===== src/rtl/touch_swipe_classifier_assert.svh =====
// Assertion macros for the touch swipe classifier.
// Used inside touch_swipe_classifier; expects clk and rst_n in scope.
`ifndef TOUCH_SWIPE_CLASSIFIER_ASSERT_SVH
`define TOUCH_SWIPE_CLASSIFIER_ASSERT_SVH

// Same-cycle implication, checked out of reset.
`define TSC_ASSERT_NOW(label, ante, cons) \
    label: assert property (@(posedge clk) disable iff (!rst_n) (ante) |-> (cons)) \
        else $error("touch_swipe_classifier: assertion failed");

// Next-cycle implication, checked out of reset.
`define TSC_ASSERT_NEXT(label, ante, cons) \
    label: assert property (@(posedge clk) disable iff (!rst_n) (ante) |=> (cons)) \
        else $error("touch_swipe_classifier: assertion failed");

`endif


===== src/rtl/tsc_pkg.sv =====
// Package for the touch swipe classifier: event codes, field widths, gesture type.
// No dependencies.
`timescale 1ns / 1ps
`default_nettype none

package tsc_pkg;

    localparam int TYPE_W  = 16;
    localparam int CODE_W  = 16;
    localparam int VALUE_W = 12;
    localparam int COORD_W = 12;
    localparam int THR_W   = 12;
    localparam int OUT_W   = 2;

    localparam logic [TYPE_W-1:0] TYPE_KEY   = 16'd1;
    localparam logic [TYPE_W-1:0] TYPE_ABS   = 16'd3;
    localparam logic [CODE_W-1:0] CODE_X     = 16'd0;
    localparam logic [CODE_W-1:0] CODE_Y     = 16'd1;
    localparam logic [CODE_W-1:0] CODE_TOUCH = 16'd330;

    localparam logic [VALUE_W-1:0] TOUCH_PRESS   = 12'd1;
    localparam logic [VALUE_W-1:0] TOUCH_RELEASE = 12'd0;

    // y*480/600 = y*4/5; floor(y*52429 / 2^16) is exact for 12-bit y
    localparam logic [15:0] Y_SCALE_RECIP = 16'd52429;

    localparam logic [THR_W-1:0] THRESHOLD_RESET = 12'd50;

    typedef enum logic [OUT_W-1:0] {
        GESTURE_NONE  = 2'd0,
        GESTURE_LEFT  = 2'd1,
        GESTURE_RIGHT = 2'd2
    } gesture_t;

endpackage

`default_nettype wire


===== src/rtl/touch_swipe_classifier.sv =====
// Touch swipe classifier top level: event decode, coordinate scaling, swipe decision.
// Depends on tsc_pkg and touch_swipe_classifier_assert.svh.
`timescale 1ns / 1ps
`default_nettype none

// Takes one touch event per transfer and returns one result per event, in order.
// X events (type 3, code 0) are scaled by 800/1024, Y events (type 3, code 1) by
// 480/600, truncating, and become the current point. A touch press (type 1,
// code 330, value 1) latches the current point as the start; a release (value 0)
// reports a left swipe (index up, wrapping at IMAGE_COUNT) when the start is right
// of the current point, else a right swipe (index down, wrapping), provided the
// horizontal travel exceeds both the vertical travel and the programmed threshold
// (thr_reg, loaded through cfg_wdata).
// Every other event reports no swipe and leaves the index as it was.
// Rate: one event per clock, sustained while result_stall is low. Each event
// passes through the input register, then the result register, with the
// scaling, compare and index step between the two.
// event_stall rises only when both registers are full and the result is stalled.
// The threshold port always takes the write (cfg_ready is tied high); write it
// only while no event is in flight.
module touch_swipe_classifier #(
    parameter int IMAGE_COUNT = 3
) (
    input  logic                          clk,
    input  logic                          rst_n,
    // configuration: swipe threshold
    input  logic                          cfg_valid,
    output logic                          cfg_ready,
    input  logic [tsc_pkg::THR_W-1:0]     cfg_wdata,
    // event input
    input  logic                          event_valid,
    output logic                          event_stall,
    input  logic [tsc_pkg::TYPE_W-1:0]    event_type,
    input  logic [tsc_pkg::CODE_W-1:0]    event_code,
    input  logic [tsc_pkg::VALUE_W-1:0]   event_value,
    // result output
    output logic                          result_valid,
    input  logic                          result_stall,
    output logic [tsc_pkg::OUT_W-1:0]     gesture,
    output logic [tsc_pkg::OUT_W-1:0]     image_index
);

    import tsc_pkg::*;

    localparam int IDX_W = (IMAGE_COUNT > 1) ? $clog2(IMAGE_COUNT) : 1;
    localparam logic [IDX_W-1:0] LAST_IDX = IDX_W'(IMAGE_COUNT - 1);

    // threshold register
    logic [THR_W-1:0]   thr_reg;

    // input stage
    logic               s1_valid_reg;
    logic [TYPE_W-1:0]  s1_type_reg;
    logic [CODE_W-1:0]  s1_code_reg;
    logic [VALUE_W-1:0] s1_value_reg;

    // tracked touch state
    logic [COORD_W-1:0] cur_x_reg;
    logic [COORD_W-1:0] cur_y_reg;
    logic [COORD_W-1:0] start_x_reg;
    logic [COORD_W-1:0] start_y_reg;
    logic [IDX_W-1:0]   sel_reg;
    logic [IDX_W-1:0]   sel_next;

    // result stage
    logic               res_valid_reg;
    gesture_t           res_gesture_reg;
    gesture_t           gest_next;
    logic [IDX_W-1:0]   res_index_reg;
    logic [IDX_W+1:0]   res_index_ext;

    // handshake
    logic               take_in;
    logic               adv;

    // decode and datapath
    logic               is_x;
    logic               is_y;
    logic               is_touch;
    logic               is_press;
    logic               is_release;
    logic [16:0]        x_prod;
    logic [27:0]        y_prod;
    logic [COORD_W-1:0] x_scaled;
    logic [COORD_W-1:0] y_scaled;
    logic [COORD_W-1:0] adx;
    logic [COORD_W-1:0] ady;
    logic               moved_left;
    logic               is_swipe;
    logic [IDX_W-1:0]   sel_up;
    logic [IDX_W-1:0]   sel_dn;

    // ------------------------------------------------------------------
    // Flow control: the result register frees when it is empty or taken;
    // the input register moves into it whenever it frees.
    // ------------------------------------------------------------------
    assign adv         = s1_valid_reg && (!res_valid_reg || !result_stall);
    assign event_stall = s1_valid_reg && res_valid_reg && result_stall;
    assign take_in     = event_valid && !event_stall;
    assign cfg_ready   = 1'b1;

    always_ff @(posedge clk or negedge rst_n)
    begin
        if (!rst_n)
        begin
            thr_reg <= THRESHOLD_RESET;
        end
        else if (cfg_valid && cfg_ready)
        begin
            thr_reg <= cfg_wdata;
        end
    end

    always_ff @(posedge clk or negedge rst_n)
    begin
        if (!rst_n)
        begin
            s1_valid_reg <= 1'b0;
        end
        else if (take_in)
        begin
            s1_valid_reg <= 1'b1;
        end
        else if (adv)
        begin
            s1_valid_reg <= 1'b0;
        end
    end

    always_ff @(posedge clk)
    begin
        if (take_in)
        begin
            s1_type_reg  <= event_type;
            s1_code_reg  <= event_code;
            s1_value_reg <= event_value;
        end
    end

    // ------------------------------------------------------------------
    // Event decode
    // ------------------------------------------------------------------
    assign is_x       = (s1_type_reg == TYPE_ABS) && (s1_code_reg == CODE_X);
    assign is_y       = (s1_type_reg == TYPE_ABS) && (s1_code_reg == CODE_Y);
    assign is_touch   = (s1_type_reg == TYPE_KEY) && (s1_code_reg == CODE_TOUCH);
    assign is_press   = is_touch && (s1_value_reg == TOUCH_PRESS);
    assign is_release = is_touch && (s1_value_reg == TOUCH_RELEASE);

    // x*800/1024 = x*25/32: shift-add, then drop five bits
    assign x_prod   = {s1_value_reg, 4'b0000} + {1'b0, s1_value_reg, 3'b000}
                    + {5'b00000, s1_value_reg};
    assign x_scaled = x_prod[16:5];

    // y*4/5 by reciprocal
    assign y_prod   = {16'b0, s1_value_reg} * {12'b0, Y_SCALE_RECIP};
    assign y_scaled = y_prod[27:16];

    // ------------------------------------------------------------------
    // Swipe decision on release
    // ------------------------------------------------------------------
    assign moved_left = cur_x_reg < start_x_reg;
    assign adx = moved_left ? (start_x_reg - cur_x_reg) : (cur_x_reg - start_x_reg);
    assign ady = (cur_y_reg >= start_y_reg) ? (cur_y_reg - start_y_reg)
                                            : (start_y_reg - cur_y_reg);
    assign is_swipe = is_release && (adx > ady) && (adx > thr_reg);

    assign sel_up = (sel_reg == LAST_IDX) ? '0 : sel_reg + 1'b1;
    assign sel_dn = (sel_reg == '0) ? LAST_IDX : sel_reg - 1'b1;

    always_comb
    begin
        gest_next = GESTURE_NONE;
        sel_next  = sel_reg;
        if (is_swipe)
        begin
            if (moved_left)
            begin
                gest_next = GESTURE_LEFT;
                sel_next  = sel_up;
            end
            else
            begin
                gest_next = GESTURE_RIGHT;
                sel_next  = sel_dn;
            end
        end
    end

    // State changes take effect as the event moves into the result register,
    // so the next event in the input register already sees them.
    always_ff @(posedge clk or negedge rst_n)
    begin
        if (!rst_n)
        begin
            cur_x_reg   <= '0;
            cur_y_reg   <= '0;
            start_x_reg <= '0;
            start_y_reg <= '0;
            sel_reg     <= '0;
        end
        else if (adv)
        begin
            if (is_x)
            begin
                cur_x_reg <= x_scaled;
            end
            if (is_y)
            begin
                cur_y_reg <= y_scaled;
            end
            if (is_press)
            begin
                start_x_reg <= cur_x_reg;
                start_y_reg <= cur_y_reg;
            end
            sel_reg <= sel_next;
        end
    end

    // ------------------------------------------------------------------
    // Result register
    // ------------------------------------------------------------------
    always_ff @(posedge clk or negedge rst_n)
    begin
        if (!rst_n)
        begin
            res_valid_reg <= 1'b0;
        end
        else if (adv)
        begin
            res_valid_reg <= 1'b1;
        end
        else if (!result_stall)
        begin
            res_valid_reg <= 1'b0;
        end
    end

    always_ff @(posedge clk)
    begin
        if (adv)
        begin
            res_gesture_reg <= gest_next;
            res_index_reg   <= sel_next;
        end
    end

    assign res_index_ext = {2'b00, res_index_reg};
    assign result_valid  = res_valid_reg;
    assign gesture       = res_gesture_reg;
    assign image_index   = res_index_ext[1:0];

    // ------------------------------------------------------------------
    // Assertions
    // ------------------------------------------------------------------
`include "touch_swipe_classifier_assert.svh"

    `TSC_ASSERT_NOW(a_sel_in_range, 1'b1, sel_reg <= LAST_IDX)
    `TSC_ASSERT_NEXT(a_swipe_moves_index, adv && (gest_next != GESTURE_NONE), sel_reg != $past(sel_reg))
    `TSC_ASSERT_NEXT(a_no_swipe_keeps_index, adv && (gest_next == GESTURE_NONE), $stable(sel_reg))

endmodule

`default_nettype wire

===== config.mk =====
export PLATFORM = sky130hd
export DESIGN_NAME = touch_swipe_classifier
export DESIGN_NICKNAME = d
export VERILOG_FILES = /design/src/rtl/tsc_pkg.sv /design/src/rtl/touch_swipe_classifier.sv
export VERILOG_INCLUDE_DIRS = /design/src /design/src/rtl
export SDC_FILE = /design/constraint.sdc
export NUM_CORES = 1
export LEC_CHECK = 0
export BUFFER_PORTS_ARGS = -buffer_cell sky130_fd_sc_hd__clkbuf_2
export CORE_MARGIN = 2
export CORE_UTILIZATION = 43
export DETAILED_ROUTE_END_ITERATION = 8
export PLACE_DENSITY_LB_ADDON = 0.12
export SLEW_MARGIN = 20
export SYNTH_ARGS = -nofsm -noshare
export SYNTH_HDL_FRONTEND = slang
export SYNTH_SLANG_ARGS = --single-unit

===== constraint.sdc =====
create_clock -name clk -period 6.6 [get_ports clk]
set_clock_uncertainty 0.1 [all_clocks]
set_input_delay 0.66 -clock clk [delete_from_list [all_inputs] [get_ports clk]]
set_output_delay 0.66 -clock clk [all_outputs]
set_load 0.01 [all_outputs]

**Yosys cells after proc, flatten, opt, wreduce, memory -nomap -nowiden**

Index checks and enable logic that the tools add are counted.

- Bits in registers: 112
- Input port bits: 61
- Output and inout port bits: 7
- Logic and storage cells: 66

- Add/subtract/negate cells: 8
- Multiply operators: 1
- Order comparisons: 4
- Equality and inequality tests: 7
- Mux-type cells: 11
- Reductions and logical operators: 22

Operators with widths:

| cell | count |
|---|---|
| 12-bit subtractor | 4 |
| 16-bit by 1-bit == test with 1-bit output, second input constant | 2 |
| 12-bit by 16-bit multiplier with 28-bit output, second input constant | 1 |
| 12-bit greater-than comparator | 2 |
| 12-bit two-way mux | 2 |
| 16-bit by 15-bit adder with 17-bit output | 1 |
| 17-bit by 12-bit adder with 17-bit output | 1 |
| 16-bit by 2-bit == test with 1-bit output, second input constant | 1 |
| 16-bit by 9-bit == test with 1-bit output, second input constant | 1 |
| 16-bit logical NOT | 1 |
| 12-bit by 1-bit == test with 1-bit output, second input constant | 1 |
| 12-bit >= comparator | 1 |
| 12-bit logical NOT | 1 |
| 12-bit less-than comparator | 1 |
| 1-bit logical AND | 11 |
| 2-bit two-way mux | 5 |
| 2-bit AND reduction | 3 |
| 1-bit two-way mux | 4 |
| 1-bit logical NOT | 3 |
| 2-bit by 1-bit adder with 2-bit output, second input constant | 1 |
| 2-bit == test, second input constant | 1 |
| 2-bit logical NOT | 1 |
| 2-bit by 1-bit inequality test with 1-bit output, second input constant | 1 |
| 2-bit nonzero test | 1 |
| other kinds (2) | 2 |

**Logic depth before layout (Yosys ltp)**

Gate-level depths: netlist of the first run.

- Depth in word-level cells: 6
- Mapped depth: 21
- Depth with buffers taken out: 20

**Least setup slack after synthesis of the first run**

Ideal clock, no wire load.

- Path kind: reg-to-reg
- From: register s1_value_reg[4]
- To: register cur_y_reg[6]
- Library setup time: 131 ps
- Arrival time: 4986 ps
- Required time: 6369 ps
- Setup slack: 1382 ps
- Cell stages (with the launch flop): 18
- Buffers on the path: 0
- Period minus slack after synthesis: 5218 ps
- Cells stage by stage: edfxtp_1 > inv_1 > ha_1 > inv_1 > fa_1 > fa_1 > fa_1 > fa_1 > inv_1 > ha_1 > a21o_1 > a21oi_1 > o221a_2 > o31ai_2 > a221o_1 > a21o_1 > and3_1 > or3_1

- Longest elaborated chain between the ends: 1

RTL lines:

| element | line | RTL |
|---|---|---|
| from (decl) | touch_swipe_classifier.sv:55 | `logic [VALUE_W-1:0] s1_value_reg;` |
| from (signal assigned) | touch_swipe_classifier.sv:136 | `s1_value_reg <= event_value;` |
| 12-bit by 16-bit multiplier with 28-bit output | touch_swipe_classifier.sv:155 | `assign y_prod = {16'b0, s1_value_reg} * {12'b0, Y_SCALE_RECIP};` |
| to (signal assigned) | touch_swipe_classifier.sv:209 | `cur_y_reg <= y_scaled;` |
| to (decl) | touch_swipe_classifier.sv:59 | `logic [COORD_W-1:0] cur_y_reg;` |

No other way between the ends.
A chain may end at the register's enable or synchronous reset.

**Final worst setup path of the first run**

- From: register s1_value_reg[6]
- To: register cur_y_reg[6]

The elaborated chain is that of the path after synthesis.

==> results of run 1 <==
how the worst max path moves through the flow:
stage / from / end / cells after the start
after floorplan: s1_value_reg[4] / cur_y_reg[6] / 17
after global placement: s1_value_reg[4] / cur_y_reg[6] / 17
after detailed placement: s1_value_reg[4] / cur_y_reg[6] / 17
after CTS: s1_value_reg[4] / cur_y_reg[6] / 17
after global routing: s1_value_reg[6] / cur_y_reg[6] / 19
final: s1_value_reg[6] / cur_y_reg[6] / 19
worst reg2reg max path, stage by stage (launching register included):
cell	delay, ns
edfxtp_1	0.61
inv_1	0.15
ha_1	0.36
fa_1	0.52
inv_1	0.09
fa_1	0.50
inv_1	0.05
fa_1	0.50
inv_1	0.05
fa_1	0.50
inv_1	0.04
ha_1	0.20
a21o_1	0.15
a21oi_1	0.14
o221a_2	0.21
o31ai_2	0.12
a221o_1	0.37
a21o_1	0.24
a2111oi_0	0.42
or3_1	0.17
cells in the mapped netlist (all sizes together) (2+ instances only):
cell type	count
o21a	4
a221o	3
nand2	78
xor2	13
inv	188
a21boi	4
a21oi	44
xnor2	20
and2	3
dfrtp	61
clkbuf	10
a2111oi	2
a21o	28
or3	4
and4	3
dfstp	3
nor2	26
nand3	17
nand2b	7
o31ai	5
ha	166
or4	4
nand4b	3
fa	56
a31oi	6
o21bai	3
o21ai	84
a221oi	3
mux2i	12
nor4	7
edfxtp	48
nor3	9
nand4	10
nor4b	2
nor3b	7
mux2	10
a311oi	2
and3	11
a211oi	5
buf	10
nor2b	12
o22ai	2
cells by family (layout without fill, tap and decap cells):
| logic type | after synthesis | count (layout) | share of synthesized area [%] |
|---|---|---|---|
| XOR/XNOR | 33 | 33 | 2.93 |
| flip-flops | 112 | 112 | 30.9 |
| multiplexers | 22 | 22 | 2.36 |
| AND/OR/NAND/NOR | 205 | 205 | 10.5 |
| AO/OA/AOI/OAI | 203 | 203 | 12.7 |
| other | 1 | 1 | 0.0380 |
| adder cells (fa/ha/maj) | 222 | 222 | 32.4 |
| buffers and inverters | 208 | 276 | 8.15 |
report_power, final:
group          internal, mW  total [mW]  switching, mW  leakage, nW
registers             0.759       0.778         0.0192         1.20
logic                 0.546        1.24          0.697         4.01
clock network         0.280       0.595          0.315        0.154
total                  1.59        2.62           1.03         5.37
layer usage:
layer / vias to the layer above / share of wire, % / global-route usage (%) / routed length [um]
li1: 3532 / - / - / -
met5: - / 0 / 0 / 0
met4: 0 / 1.2 / 4.06 / 238
met3: 15 / 2.7 / 2.48 / 536
met2: 88 / 47 / 29.9 / 9460
met1: 3187 / 49 / 24.1 / 9770
area by class of cell:
class | count | area (um^2)
clock inverters | 7 | 86.3
well taps | 285 | 357
repair buffers | 72 | 375
clock buffers | 9 | 225
fillers | 2167 | 11800
inverters | 188 | 706
multi-input cells | 686 | 6010
flip-flops and latches | 112 | 3050
==> key figures, run 1 <==
Setup path
  – Critical Path End Type: register
  – Cell repeated most along the worst path: inv_1
  – Critical path required time: between 6 and 7 ns
  – CP cell instances: inv_1 > ha_1 > fa_1 > inv_1 > fa_1 > inv_1 > fa_1 > inv_1 > fa_1 > inv_1 > ha_1 > a21o_1 > a21oi_1 > o221a_2 > o31ai_2 > a221o_1 > a21o_1 > a2111oi_0 > or3_1
  – Worst r2r dst: cur_y_reg[6]
  – Slowest cell delay on critical path: 0.61 ns
  – Critical Path Source Type: register
  – Slowest cell on crit path: edfxtp_1
  – Reg-to-reg startpoint: s1_value_reg[6]
  – Crit path buffers/inverters: 5
  – Flop2flop setup slack: ~1 ns
  – Arr. time, crit path: around 5.8 ns
  – Top delay family on crit path: adder cells
  – Maximum fanout along the worst path: 8
  – R2R depth: 19
  – WS Path Type: reg -> reg

Floorplanning
  – Die X: 155 um
  – Full die area: between 20000 and 25000 um^2
  – Row Count: 55
  – Die Height: around 160 um
  – Initial Util: a little over two fifths
  – IO Pins: 68
  – Area of the core region: around 23000 um^2

Yosys
  – Synth Flop Type: dfrtp_1
  – Post-synth EDFFs: 48
  – YS warnings: 0
  – Mapped Cells: around 1000
  – Avg Cell Area, Syn: approximately 10 um^2
  – Post-synth top area share: 21.1%
  – Syn_nets: 1289
  – Share of flip-flops with an asynchronous set or reset: around 57%
  – #FFs+latches synth: roughly 110
  – Synth cell types: 63
  – Synth top area cells: ha_1 21%, dfrtp_1 15%, edfxtp_1 15%
  – Leading area contributor after synthesis: ha_1
  – Sequential area share after synthesis: 30.9%
  – Mapped Area: a little under 10000 um^2

Route
  – Via count: 6822
  – Drt via density: 5.02
  – Final ANT Viol Nets: 0
  – Final WL: around 20000 um
  – Wire length per cell: about 15 um
  – Drt first pass iters: 4
  – Starting DRT DRC Count: around 260
  – DRC violations left: 0

CTS
  – Worst-path clk slew: 0.09 ns
  – Clk_lat worst skew: approximately 0.37 ns
  – CTS buffer count: 9
  – CTS HTree Levels: 3
  – Hold buffer count at cts: 0
  – CTS Sinks: about 110
  – CTS tree: done
  – CTS root buf: clkbuf_16
  – Cts repair resizes: 0
  – # Post-CTS Setup Buffers: 0
  – CTS Buffer Depth: 2

Finish
  – Final Instance Area: between 10000 and 15000 um^2
  – Layout area overhead: 9.66%
  – Util after Layout: a little under half
  – Nets: about 1400
  – Most frequent cells in the layout: 188 x inv_1, 166 x ha_1, 83 x o21ai_0
  – Commonest non-fill, non-tap cell in the layout: inv_1
  – Post-Layout Cell Count: between 1000 and 1500
  – Proportion of layout cells with a drive suffix above 1: roughly a tenth
  – Antenna Cells: 0

STA
  – Slew HR: roughly a third
  – Least-Margin Pin Slew: between 0.9 and 1 ns
  – Final hold violation count: 0
  – Hold_ws: ~0.36 ns
  – Minimum clock period after layout: about 5.6 ns
  – Unrepaired setup endpoints after global routing: false
  – Final period util: a little over four fifths
  – Fmax achieved: approximately 0.18 GHz
  – Slew Limit Fails: 0
  – Post-route setup TNS: 0 ns
  – Worst setup margin: roughly 1 ns
  – # setup viols final: 0

Placement
  – Pre-CTS WS: roughly 1.0 ns
  – Post-DP HPWL: between 15000 and 20000 um
  – Placed Cells: around 1300
  – I/O Buffers: 66
  – DP Area: around 10000 um^2
  – Placer Congestion: 0.815

Global route
  – Initial antenna violation count: 0
  – Largest net degree at the start of global routing: 65
  – Vias in the first global route: 6888
  – Grt total ovfl: 0
  – First-pass GRT wire length: between 30000 and 40000 um
  – GRT Total Usage: 17.7%

Power
  – Pwr per Cell Area: 242 nW/um^2
  – Final Power: between 2 and 3 mW
  – P_leak: 5.37 nW
  – Maximum VDD drop: 0.123 mV

Min path
  – Hold wc startpoint: event_type[2]
  – Worst Hold Path Cells: 1
  – Hold endpoint: s1_type_reg[2]
  – Worst Hold Class: in -> reg

Status
  – Outcome: finished, final reports clean

Job
  – Max Cap Violations: 0
No activity file was read; power rests on OpenSTA's default activity.
==> inputs of run 2 (changes only) <==
==> constraint.sdc (replaced) <==
create_clock -name clk -period 5.45 [get_ports clk]
set_clock_uncertainty 0.1 [all_clocks]
set_input_delay 0.545 -clock clk [delete_from_list [all_inputs] [get_ports clk]]
set_output_delay 0.545 -clock clk [all_outputs]
set_load 0.01 [all_outputs]
==> run 2 against run 1 <==
Net effect: sequential cell count did not move; die area is the same; clock power grew 18%; clock-buffer cell count did not move; total power grew 23%; design area grew 1.8%; utilization is 0.87 points higher; global-route usage rose by 0.42 points; fmax rose by 6.6%.
==> key figures, run 2 (same netlist as run 1, synthesis figures left out) <==
Global route
  – First-pass GRT wire length: 34900 um (+2.5%)
  – Vias in the first global route: 7043 (+2.3%)
  – Largest net degree at the start of global routing: 65 (unchanged)
  – Initial antenna violation count: 0 (unchanged)
  – GRT Total Usage: 18.1% (+0.42 points)
  – Grt total ovfl: 0 (unchanged)

Setup path
  – Crit path buffers/inverters: 3 (-2)
  – Cell repeated most along the worst path: fa_1
  – Arr. time, crit path: 5.36 ns (-0.41 ns)
  – Slowest cell delay on critical path: 0.59 ns (-0.02 ns)
  – WS Path Type: reg -> reg
  – Crit path from: s1_value_reg[4]
  – Maximum fanout along the worst path: 5 (-3)
  – Critical Path End Type: register
  – CP cell instances: inv_2 > ha_1 > inv_1 > fa_2 > fa_1 > fa_1 > fa_1 > inv_1 > ha_1 > a21o_1 > a21oi_2 > o221a_2 > o31ai_2 > a221o_1 > a21o_1 > and3_1 > or3_1
  – Critical Path Source Type: register
  – Slowest cell on crit path: fa_1
  – Reg-to-reg startpoint: s1_value_reg[4]
  – Top delay family on crit path: adder cells
  – Critical path required time: 5.58 ns (-1.22 ns)

Floorplanning
  – Row Count: 55 (unchanged)
  – Die Height: 155 um (unchanged)
  – Area of the core region: 22600 um^2 (unchanged)
  – Full die area: 24100 um^2 (unchanged)
  – Die X: 155 um (unchanged)
  – Initial Util: 43.7% (unchanged)
  – IO Pins: 68 (unchanged)

CTS
  – Hold buffer count at cts: 0 (unchanged)
  – CTS root buf: clkbuf_16
  – CTS buffer count: 9 (unchanged)
  – CTS HTree Levels: 3 (unchanged)
  – CTS Buffer Depth: 2 (unchanged)
  – CTS Sinks: 112 (unchanged)
  – Clk_lat worst skew: 0.37 ns (about the same)
  – Worst-path clk slew: 0.10 ns (about the same)
  – CTS tree: done

STA
  – Final period util: 96.0% (+12 points)
  – Minimum clock period after layout: 5.23 ns (-0.345 ns)
  – # setup viols final: 0 (unchanged)
  – Hold_ws: 0.246 ns (-0.113 ns)
  – Fmax achieved: 0.191 GHz (+6.6%)
  – Slew HR: 32.1% (-1.5 points)
  – Final hold violation count: 0 (unchanged)
  – Post-route setup TNS: 0 ns (unchanged)
  – Slew Limit Fails: 0 (unchanged)
  – Least-Margin Pin Slew: 1.01 ns (+0.0226 ns)

Route
  – Final WL: 20500 um (+2.7%)
  – Final ANT Viol Nets: 0 (unchanged)
  – Drt via density: 4.96 (-1.1%)
  – DRC violations left: 0 (unchanged)
  – Drt first pass iters: 4 (unchanged)
  – Via count: 6851 (+0.43%)
  – Starting DRT DRC Count: 181 (-31%)
  – Wire length per cell: 14.9 um (+1.2%)

Finish
  – Antenna Cells: 0 (unchanged)
  – Layout area overhead: 11.7%
  – Commonest non-fill, non-tap cell in the layout: inv_1
  – Proportion of layout cells with a drive suffix above 1: 12.8% (+2.5 points)
  – Nets: 1373 (+1.6%)
  – Most frequent cells in the layout: 186 x inv_1, 164 x ha_1, 83 x o21ai_0
  – Post-Layout Cell Count: 1380 (+1.5%)

Min path
  – Worst Hold Class: in -> reg
  – Hold wc startpoint: event_value[3]

Placement
  – Placer Congestion: 0.881 (+8.1%)
  – Post-DP HPWL: 16600 um (+2.0%)
  – I/O Buffers: 66 (unchanged)
  – Placed Cells: 1360 (+1.3%)

Power
  – Maximum VDD drop: 0.185 mV (+50%)
  – Pwr per Cell Area: 293 nW/um^2 (+21%)
  – P_leak: 5.46 nW (+1.8%)

Job
  – Max Cap Violations: 0 (unchanged)

Status
  – Outcome: finished, final reports clean
==> run 2: layer usage <==
metal	routed length, um	global-route usage [%]	vias up
met2	9560	30.6	92
met5	0	0	-
met3	516	2.76	22
li1	-	-	3568
met4	394	4.85	0
met1	10100	24.3	3169
==> run 2: worst register-to-register path, cell delays in order (launching register included) <==
cell      delay [ns]
edfxtp_1        0.44
inv_2           0.09
ha_1            0.25
inv_1           0.09
fa_2            0.47
fa_1            0.59
fa_1            0.45
fa_1            0.54
inv_1           0.04
ha_1            0.30
a21o_1          0.20
a21oi_2         0.15
o221a_2         0.20
o31ai_2         0.07
a221o_1         0.36
a21o_1          0.23
and3_1          0.19
or3_1           0.33
==> run 2: repair_timing <==
item	CTS	global route
gates resized for setup	0	10
setup buffers	0	4
endpoints found under the setup margin	0	3
hold endpoints to repair	0	0
==> run 2: metrics by stage <==
step / area (um^2) / utilization, % / worst slack, ns / power [mW]
2_1_floorplan: 9860 / - / 0.232 / 2.11
3_3_place_gp: 10600 / 47.1 / 0.259 / 2.50
3_5_place_dp: 10600 / 47.1 / 0.152 / 2.51
4_1_cts: 10900 / 48.4 / 0.109 / 3.25
5_1_grt: 11000 / 48.8 / -0.00678 / 3.55
6_report: 11000 / 48.8 / 0.219 / 3.23
==> run 2: final cells by class <==
cell class / instances / area (um^2)
Fill cell: 2197 / 11600
Multi-Input combinational cell: 686 / 6060
Sequential cell: 112 / 3050
Inverter: 188 / 706
Timing Repair Buffer: 93 / 533
Tap cell: 285 / 357
Clock buffer: 9 / 225
Clock inverter: 7 / 81.3
==> run 2: final timing paths <==
check                                       end  slack [ns]  depth (start not counted)
worst max-delay path               cur_y_reg[6]        0.22                         17
worst min-delay path            s1_value_reg[3]        0.25                          1
worst max register to register     cur_y_reg[6]        0.22                         17
worst min register to register     result_valid        0.38                          1
max in group asynchronous          cur_y_reg[3]        4.41                          2
min in group asynchronous            sel_reg[1]        0.27                          2
==> run 2: power breakdown <==
group / switching (mW) / internal, mW / leakage [nW] / total [mW]
clock network: 0.372 / 0.331 / 0.150 / 0.704
logic: 0.893 / 0.702 / 4.12 / 1.59
registers: 0.0117 / 0.919 / 1.20 / 0.931
total: 1.28 / 1.95 / 5.46 / 3.23
==> inputs of run 3 (changes only) <==
--- a/config.mk
+++ b/config.mk
@@ -7,6 +7,8 @@
 export NUM_CORES = 1
 export LEC_CHECK = 0
 export BUFFER_PORTS_ARGS = -buffer_cell sky130_fd_sc_hd__clkbuf_2
+export CELL_PAD_IN_SITES_DETAIL_PLACEMENT = 1
+export CELL_PAD_IN_SITES_GLOBAL_PLACEMENT = 1
 export CORE_MARGIN = 2
 export CORE_UTILIZATION = 43
 export DETAILED_ROUTE_END_ITERATION = 8
==> run 3 against run 2 <==
Net effect: sequential share of layout area hardly changed; first-iteration DRC count is 15% higher; global-route usage increased by 2.0 points; combinational power barely moved; via count rose by 3.8%; worst setup slack lost 0.075 ns; sequential cell count unchanged; cell count increased by 0.22%; utilization up 0.066 points; non-clock buffer count up 3; clock-buffer cell count is the same; die area unchanged.
==> key figures, run 3 (same netlist as run 1, synthesis figures left out) <==
Placement
  – Placer Congestion: 0.819 (-7.1%)
  – Pre-CTS WS: -0.00580 ns (-0.158 ns)
  – DP Area: 10600 um^2 (+0.14%)
  – I/O Buffers: 66 (unchanged)
  – Post-DP HPWL: 18900 um (+14%)

Power
  – Pwr per Cell Area: 295 nW/um^2 (+0.65%)
  – P_leak: 5.48 nW (+0.33%)
  – Maximum VDD drop: 0.195 mV (+5.3%)

STA
  – Worst setup margin: 0.144 ns (-0.0755 ns)
  – Slew HR: 34.6% (+2.5 points)
  – Minimum clock period after layout: 5.31 ns (+0.0755 ns)
  – Final period util: 97.4% (+1.4 points)
  – Post-route setup TNS: 0 ns (unchanged)
  – Hold_ws: 0.239 ns (-0.00646 ns)
  – Unrepaired setup endpoints after global routing: true
  – Fmax achieved: 0.188 GHz (-1.4%)
  – Final hold violation count: 0 (unchanged)
  – Slew Limit Fails: 0 (unchanged)
  – Least-Margin Pin Slew: 0.981 ns (-0.0280 ns)
  – # setup viols final: 0 (unchanged)

Setup path
  – Maximum fanout along the worst path: 5 (unchanged)
  – Critical Path Source Type: register
  – Arr. time, crit path: 5.45 ns (+0.09 ns)
  – WS Path Type: reg -> reg
  – Critical Path End Type: register
  – Flop2flop setup slack: 0.14 ns (-0.08 ns)
  – Critical path required time: 5.59 ns (about the same)

Finish
  – Final Instance Area: 11000 um^2 (+0.14%)
  – Proportion of layout cells with a drive suffix above 1: 12.5% (-0.31 points)
  – Antenna Cells: 0 (unchanged)
  – Layout area overhead: 11.8%
  – Most frequent cells in the layout: 188 x inv_1, 165 x ha_1, 83 x o21ai_0
  – Nets: 1376 (+0.22%)
  – Register area: 3050 um^2 (unchanged)
  – Multi-input logic area: 6030 um^2 (-0.37%)
  – Commonest non-fill, non-tap cell in the layout: inv_1
  – Util after Layout: 48.8% (+0.066 points)
  – Fillcell total: 2578 (+17%)

Min path
  – Worst Hold Class: in -> reg

Global route
  – First-pass GRT wire length: 38700 um (+11%)
  – Vias in the first global route: 7761 (+10%)
  – Initial antenna violation count: 0 (unchanged)
  – Largest net degree at the start of global routing: 65 (unchanged)
  – GRT Total Usage: 20.1% (+2.0 points)
  – Grt total ovfl: 0 (unchanged)

CTS
  – Worst-path clk slew: 0.09 ns (about the same)
  – CTS Sinks: 112 (unchanged)
  – CTS Buffer Depth: 2 (unchanged)
  – CTS tree: done
  – CTS buffer count: 9 (unchanged)
  – Clk_lat worst skew: 0.37 ns (about the same)
  – CTS HTree Levels: 3 (unchanged)
  – Hold buffer count at cts: 0 (unchanged)
  – CTS root buf: clkbuf_16

Floorplanning
  – Initial Util: 43.7% (unchanged)
  – IO Pins: 68 (unchanged)
  – Die Height: 155 um (unchanged)
  – Row Count: 55 (unchanged)
  – Full die area: 24100 um^2 (unchanged)
  – Die X: 155 um (unchanged)
  – Area of the core region: 22600 um^2 (unchanged)

Route
  – Drt first pass iters: 4 (unchanged)
  – Wire length per cell: 16.5 um (+11%)
  – Drt via density: 5.14 (+3.5%)
  – Starting DRT DRC Count: 208 (+15%)
  – Final ANT Viol Nets: 0 (unchanged)
  – DRC violations left: 0 (unchanged)
  – Final WL: 22800 um (+11%)
  – Via count: 7109 (+3.8%)

Status
  – Outcome: finished, final reports clean

Job
  – Max Cap Violations: 0 (unchanged)
[run 3: cell count changes in the layout (fill, tap and decap cells not counted), sizes merged]
cell / change
buf: +3
clkinv: +1
inv: -1
[run 3: layer usage]
metal | share of wire, % | track usage, % | vias up
met5 | 0 | 0 | -
met4 | 1.3 | 4.98 | 0
met3 | 3.3 | 3.40 | 13
met2 | 50 | 35.9 | 90
met1 | 45 | 25.4 | 3436
li1 | - | - | 3570
[run 3: power by group]
part	switching [mW]	leakage [nW]	total (mW)	internal, mW
sequential	0.0136	1.20	0.933	0.919
combinational	0.910	4.13	1.61	0.701
clock	0.373	0.156	0.711	0.338
total	1.30	5.48	3.25	1.96
[run 3: stage by stage]
stage	total power, mW	instances
4_1_cts	3.27	1380
3_5_place_dp	2.53	1362
6_report	3.25	1383
3_3_place_gp	2.48	1362
5_1_grt	3.55	1383
2_1_floorplan	2.11	1006
[run 3: layout make-up]
type	count	area share, %
Multi-Input combinational cell	686	54.8
Sequential cell	112	27.6
Inverter	188	6.40
Timing Repair Buffer	96	5.04
Tap cell	285	3.24
Clock buffer	9	2.04
Clock inverter	7	0.874
[run 3: worst paths after layout]
path / to / from / depth (start not counted)
worst max-delay path: cur_y_reg[6] / s1_value_reg[4] / 17
worst max register to register: cur_y_reg[6] / s1_value_reg[4] / 17
min in group asynchronous: thr_reg[8] / rst_n / 2
worst min-delay path: s1_code_reg[13] / event_code[13] / 1
max in group asynchronous: start_y_reg[1] / rst_n / 2
worst min register to register: result_valid / s1_valid_reg / 1
[run 3: what timing repair did]
action / 4_1_cts / 5_1_grt
pin swaps: 0 / 3
setup endpoints to repair: 1 / 8
setup buffers: 2 / 3
gates resized for setup: 0 / 4
[run 3: worst max-delay path, stage by stage, from the launching register on]
cell and delay, ns:
edfxtp_1 0.41, inv_1 0.10, ha_1 0.25, inv_1 0.09
fa_1 0.48, fa_1 0.61, fa_1 0.45, fa_1 0.54
inv_1 0.04, ha_1 0.30, a21o_1 0.19, a21oi_1 0.19
o221a_2 0.22, o31ai_2 0.11, a221o_1 0.35, a21o_1 0.23
and3_1 0.18, or3_1 0.33
